File: src/rtl/gblur_pkg.sv
// ----------------------------------------------------------------------------
// Gaussian blur package
// Shared sizes, pixel and window types, kernel weights and the frame size
// clamp used by the 5x5 RGB Gaussian blur.
// ----------------------------------------------------------------------------
package gblur_pkg;

  // Frame limits
  localparam int MAX_WIDTH  = 1024;
  localparam int MAX_HEIGHT = 1024;
  localparam int MIN_DIM    = 5;

  // Register and counter widths
  localparam int DIM_W  = 11;
  localparam int COL_W  = $clog2(MAX_WIDTH);
  localparam int ROW_W  = $clog2(MAX_HEIGHT + 1);
  localparam int DIFF_W = $clog2(2 * MAX_WIDTH + 4);
  localparam int ADDR_W = 3;
  localparam int DATA_W = 32;

  // Pixel and window geometry
  localparam int CH_W   = 8;
  localparam int NUM_CH = 3;
  localparam int PIX_W  = CH_W * NUM_CH;
  localparam int WIN    = 5;
  localparam int MID    = WIN / 2;
  localparam int LANES  = WIN - 1;

  // Arithmetic widths: a row of the kernel sums to at most 49 * 255,
  // the whole kernel to 159 * 255
  localparam int ROWSUM_W = 14;
  localparam int ACC_W    = 16;
  localparam int PROD_W   = 32;

  // Division by 159 as multiplication by ceil(2^23 / 159), exact below 114913
  localparam int RECIP_SHIFT = 23;
  localparam int RECIP_159   = 52759;

  localparam logic [DIM_W-1:0] WIDTH_RST  = DIM_W'(640);
  localparam logic [DIM_W-1:0] HEIGHT_RST = DIM_W'(480);

  typedef logic [PIX_W-1:0]          pix_t;
  typedef pix_t [LANES-1:0]          lanes_t;
  typedef pix_t [WIN-1:0][WIN-1:0]   win_t;
  typedef logic [3:0]                weight_t;

  // Kernel, rows by columns
  localparam weight_t GAUSS_W [WIN][WIN] = '{
    '{4'd2, 4'd4,  4'd5,  4'd4,  4'd2},
    '{4'd4, 4'd9,  4'd12, 4'd9,  4'd4},
    '{4'd5, 4'd12, 4'd15, 4'd12, 4'd5},
    '{4'd4, 4'd9,  4'd12, 4'd9,  4'd4},
    '{4'd2, 4'd4,  4'd5,  4'd4,  4'd2}
  };

  // Per-result flags that travel with the window through the filter
  typedef struct packed {
    logic border;
    logic last;
  } tag_t;

  // Clamp a programmed frame dimension into the supported range
  function automatic logic [DIM_W-1:0] clamp_dim(input logic [DIM_W-1:0] v,
                                                 input logic [DIM_W-1:0] hi);
    logic [DIM_W-1:0] r;
    if (v < DIM_W'(MIN_DIM)) begin
      r = DIM_W'(MIN_DIM);
    end else if (v > hi) begin
      r = hi;
    end else begin
      r = v;
    end
    return r;
  endfunction

endpackage

File: src/rtl/gblur_filter.sv
// ----------------------------------------------------------------------------
// Gaussian blur filter datapath
// Three register stages: kernel row sums, kernel total, divide by 159 and
// border select into the output register.
// ----------------------------------------------------------------------------
module gblur_filter (
  input  logic              clk_i,
  input  logic              rst_ni,
  input  logic              in_vld_i,
  output logic              in_rdy_o,
  input  gblur_pkg::win_t   win_i,
  input  gblur_pkg::tag_t   tag_i,
  output logic              out_vld_o,
  input  logic              out_rdy_i,
  output gblur_pkg::pix_t   out_pix_o,
  output logic              out_last_o
);
  import gblur_pkg::*;

  logic                s2_vld_q, s3_vld_q, s4_vld_q;
  logic                s2_rdy, s3_rdy, s4_rdy;
  logic [ROWSUM_W-1:0] rsum_d [NUM_CH][WIN];
  logic [ROWSUM_W-1:0] rsum_q [NUM_CH][WIN];
  logic [ACC_W-1:0]    acc_d  [NUM_CH];
  logic [ACC_W-1:0]    acc_q  [NUM_CH];
  logic [PROD_W-1:0]   prod   [NUM_CH];
  pix_t                quot;
  pix_t                s2_mid_q, s3_mid_q;
  tag_t                s2_tag_q, s3_tag_q;
  pix_t                out_pix_q;
  logic                out_last_q;

  // Stall a stage only while the one after it is full and held
  assign s4_rdy   = !s4_vld_q || out_rdy_i;
  assign s3_rdy   = !s3_vld_q || s4_rdy;
  assign s2_rdy   = !s2_vld_q || s3_rdy;
  assign in_rdy_o = s2_rdy;

  // Weighted sum along each kernel row
  always_comb begin
    for (int ch = 0; ch < NUM_CH; ch++) begin
      for (int r = 0; r < WIN; r++) begin
        rsum_d[ch][r] = '0;
        for (int c = 0; c < WIN; c++) begin
          rsum_d[ch][r] = rsum_d[ch][r]
                        + ROWSUM_W'(win_i[r][c][CH_W*ch +: CH_W])
                        * ROWSUM_W'(GAUSS_W[r][c]);
        end
      end
    end
  end

  // Add the five row sums
  always_comb begin
    for (int ch = 0; ch < NUM_CH; ch++) begin
      acc_d[ch] = '0;
      for (int r = 0; r < WIN; r++) begin
        acc_d[ch] = acc_d[ch] + ACC_W'(rsum_q[ch][r]);
      end
    end
  end

  // Divide by 159 through the reciprocal
  always_comb begin
    for (int ch = 0; ch < NUM_CH; ch++) begin
      prod[ch] = PROD_W'(acc_q[ch]) * PROD_W'(RECIP_159);
      quot[CH_W*ch +: CH_W] = prod[ch][RECIP_SHIFT +: CH_W];
    end
  end

  // Stage valid flags
  always_ff @(posedge clk_i or negedge rst_ni) begin
    if (!rst_ni) begin
      s2_vld_q <= 1'b0;
      s3_vld_q <= 1'b0;
      s4_vld_q <= 1'b0;
    end else begin
      if (s2_rdy) s2_vld_q <= in_vld_i;
      if (s3_rdy) s3_vld_q <= s2_vld_q;
      if (s4_rdy) s4_vld_q <= s3_vld_q;
    end
  end

  // Stage payloads
  always_ff @(posedge clk_i) begin
    if (in_vld_i && s2_rdy) begin
      rsum_q   <= rsum_d;
      s2_mid_q <= win_i[MID][MID];
      s2_tag_q <= tag_i;
    end
    if (s2_vld_q && s3_rdy) begin
      acc_q    <= acc_d;
      s3_mid_q <= s2_mid_q;
      s3_tag_q <= s2_tag_q;
    end
    if (s3_vld_q && s4_rdy) begin
      // Pass the centre pixel unchanged near the frame edges
      out_pix_q  <= s3_tag_q.border ? s3_mid_q : quot;
      out_last_q <= s3_tag_q.last;
    end
  end

  assign out_vld_o  = s4_vld_q;
  assign out_pix_o  = out_pix_q;
  assign out_last_o = out_last_q;

endmodule

File: config.mk
export PLATFORM = sky130hd
export DESIGN_NAME = gblur_filter
export DESIGN_NICKNAME = d
export VERILOG_FILES = /design/src/rtl/gblur_pkg.sv /design/src/rtl/gblur_filter.sv
export SDC_FILE = /design/constraint.sdc
export NUM_CORES = 2
export LEC_CHECK = 0
export ABC_AREA = 1
export CAP_MARGIN = 20
export CORE_UTILIZATION = 30
export DETAILED_ROUTE_END_ITERATION = 16
export DONT_BUFFER_PORTS = 1
export PLACE_DENSITY_LB_ADDON = 0.08
export SYNTH_ARGS = -nofsm -noshare
export SYNTH_HDL_FRONTEND = slang
export SYNTH_SLANG_ARGS = --single-unit
File: constraint.sdc
create_clock -name clk_i -period 7.29 [get_ports clk_i]
set_input_delay 0.729 -clock clk_i [delete_from_list [all_inputs] [get_ports clk_i]]
set_output_delay 0.729 -clock clk_i [all_outputs]
set_load 0.01 [all_outputs]
==> impl_metrics.csv <==
group,metric,value,unit
worst_hold_path,hp-class,"in2reg",
placed_design,port_buffers,0,
clock_tree,numCtsBuffers,47,
drt,dr_total_vias,37622,
clock_tree,clk_pin_slew,0.06,ns
worst_setup_path,cp_data_required_time,7.66,ns
clock_tree,clk_latency,0.62,ns
finish,syn2layout_area_growth,8.22,%
global_route,overflow,0,
finish,final_cell_count_no_fill,8540,
floorplanning,die_area,0.196,sq mm
drt,vias_per_cell,4.41,
synthesis,ys_seq_area_share,17.1,%
sta,fmax,194,MHz
drt,routed_wl,162000,um
finish,drive_above_1_share,1.53,%
floorplanning,num_io_pins,633,
floorplanning,die_h,442,um
global_route,grt_first_pass_wirelength,249000,um
sta,final_min_period_over_clock_period,70.8,%
global_route,grt_usage,16.8,%
clock_tree,h-tree-depth,2,
clock_tree,clockRootBuffer,"clkbuf_16",
sta,period_needed,5.16,ns
sta,finalClockSkew,0.0282,ns
floorplanning,rows,161,
floorplanning,die_x,442,um
synthesis,avgSynthCellArea,9.83,sq um
worst_setup_path,cp.arrival,5.54,ns
synthesis,synthTopCellsByArea,"fa_1 (32%), ha_1 (23%), edfxtp_1 (17%), inv_1 (11%), nand2_1 (4.6%)",
placed_design,dpl.cell_count,8448,
synthesis,synth_edf_count,329,
global_route,grt_max_degree,121,
outcome,status,"finished clean",
worst_setup_path,cp_max_fo,5,
placed_design,hpwl,149000,um
drt,ant_nets,0,
synthesis,synth_nets,8531,
synthesis,synthArstFlopShare,0.904,%
synthesis,synth_seq_cells,332,
synthesis,syn_area,0.0582,sq mm
worst_setup_path,path_cells,"ha_1 -> inv_1 -> fa_1 -> inv_1 -> fa_1 -> fa_1 -> fa_1 -> inv_1 -> fa_1 -> inv_1 -> ha_1 -> nand2_1 -> nor2_1 -> nand3_1 -> nor3_1 -> nand2_1 -> nand2_1 -> nand2_1 -> nand3_1 -> nand2_1",
synthesis,netlist.area_leader.share,32.2,%
global_route,grt_pass1_vias,41839,
synthesis,yosys_warnings,0,
worst_setup_path,worstSetupStartpointType,"flop",
clock_tree,cts_resized,0,
placed_design,gp_congestion,0.845,
sta,grt_setup_unrepaired,"no",
sta,timing.setup.tns,0,ns
drt,drcViolationCount,0,
synthesis,synthCells,5920,
worst_setup_path,critical_path_class,"reg2reg",
synthesis,synth_cell_types,42,
drt,drtPass1Iterations,6,
global_route,antenna_found_initial,14,
clock_tree,cts_sinks,332,
finish,finalNetCount,8583,
sta,slew_headroom,39.3,%
synthesis,synth_top_area_cell,"fa_1",
sta,timing_worst_slew_pin_value,0.911,ns
worst_setup_path,slowest_stage,"edfxtp_1",
sta,setup_viol,0,
worst_setup_path,crit_path_end_kind,"flop",
sta,hold_violations,0,
floorplanning,start_util,30.2,%
drt,wl_per_cell,19.0,um
clock_tree,cts_tree,"built",
synthesis,synthFlopType,"edfxtp_1",
worst_setup_path,max_stage_delay,0.53,ns
floorplanning,coreArea,0.193,sq mm
clock_tree,clk_path_buf_depth,3,
flow_run,drv_cap,0,
sta,slew_violations,0,
drt,drtIter0Drc,1641,
[cell type report]
cell class,instances,area (sq um)
Antenna cell,5,12.5
Clock buffer,62,1260
Clock inverter,24,272
Fill cell,20070,130000
Inverter,1638,6160
Multi-Input combinational cell,3946,42100
Sequential cell,332,9950
Tap cell,2526,3160
Timing Repair Buffer,7,67.6
[registers in the layout (all words and copies together), names as in the netlist, 2 cells and up]
register	count
acc_q	48
out_pix_o	24
rsum_q	204
s2_mid_q	24
s2_tag_q	2
s3_mid_q	24
s3_tag_q	2
[stage by stage]
stage,cell area [sq um],utilization [%],setup WS (ns),hold WS (ns)
floorplan,58200,-,1.17,0.400
global placement,61400,31.9,1.82,0.402
detailed placement,61400,31.9,1.78,0.405
CTS,62900,32.7,2.11,0.138
global route,63000,32.7,1.77,0.156
finish,63000,32.7,2.13,0.197
[final timing paths]
kind | from | endpoint | slack, ns | cells past startpoint
worst max register to register | acc_q[7]$_DFFE_PP_ | out_pix_o[19]$_DFFE_PP_ | 2.13 | 20
worst min-delay path | win_i[536] | rsum_q[70]$_DFFE_PP_ | 0.20 | 0
min in group asynchronous | rst_ni | out_vld_o$_DFFE_PN0P_ | 0.36 | 1
max in group asynchronous | rst_ni | s2_vld_q$_DFFE_PN0N_ | 6.79 | 1
worst max-delay path | acc_q[7]$_DFFE_PP_ | out_pix_o[19]$_DFFE_PP_ | 2.13 | 20
worst min register to register | s2_mid_q[15]$_DFFE_PP_ | s3_mid_q[15]$_DFFE_PP_ | 0.42 | 0
[Yosys cell counts, drive strengths merged (5+ instances only)]
cell type     n
o21ai       103
o21bai       29
xnor2        76
inv        1638
fa          936
edfxtp      329
ha         1069
a21o         27
nor3         38
o311ai        5
a21oi       283
nand3       169
nand2       710
o211ai       10
o31ai         5
xor2        179
nor2        217
a221oi        7
nand3b       17
nand4        42
[metal layers]
metal | share of wire [%] | global-route usage [%]
met2 | 50 | 29.5
met1 | 44 | 21.3
met5 | 0.013 | 0
met4 | 2.2 | 3.98
met3 | 4.4 | 2.88
[critical path, delay by kind of cell (launching register included)]
kind                       cells  cell delay [ns]
buffers and inverters          4             0.25
and+or+nand+nor                9             1.01
adders and majority gates      7             3.13
DFF                            1             0.53
[placed cells by master (no fill, tap or decap), drive strengths merged, types with 4 or more instances in the layout]
master   synthesis  layout
o21ai          103     103
o21a             4       4
buf              2       6
inv           1638    1644
o311ai           5       5
nor3b            4       4
nand2          710     710
a221oi           7       7
o21bai          29      29
diode            0       5
o211ai          10      10
clkbuf           2      62
edfxtp         329     329
nand3b          17      17
nor3            38      38
nor2           217     217
ha            1069    1069
a21o            27      27
bufinv           0       5
o2111ai          4       4
nand3          169     169
o31ai            5       5
a21oi          283     283
nand4           42      42
clkinv           0      10
xor2           179     179
a21boi           4       4
xnor2           76      76
fa             936     936
[cells by family (layout without fill, tap and decap cells)]
| logic type | after synthesis | count (layout) | share of synthesized area (%) |
|---|---|---|---|
| fa+ha+maj | 2005 | 2005 | 55.2 |
| other cells | 0 | 5 | 0 |
| buf+inv | 1642 | 1731 | 10.6 |
| flops | 332 | 332 | 17.1 |
| xor+xnor | 255 | 255 | 3.84 |
| simple gates | 1199 | 1199 | 8.54 |
| compound gates | 487 | 487 | 4.72 |
[what timing repair did]
item,4_1_cts,5_1_grt
buffers inserted,0,0
endpoints found under the hold margin,3,0
hold buffers,1,0
Power is left out: the tool's default activity adds up to more than one toggle a clock period on the data nets, which glitch-free logic cannot reach.
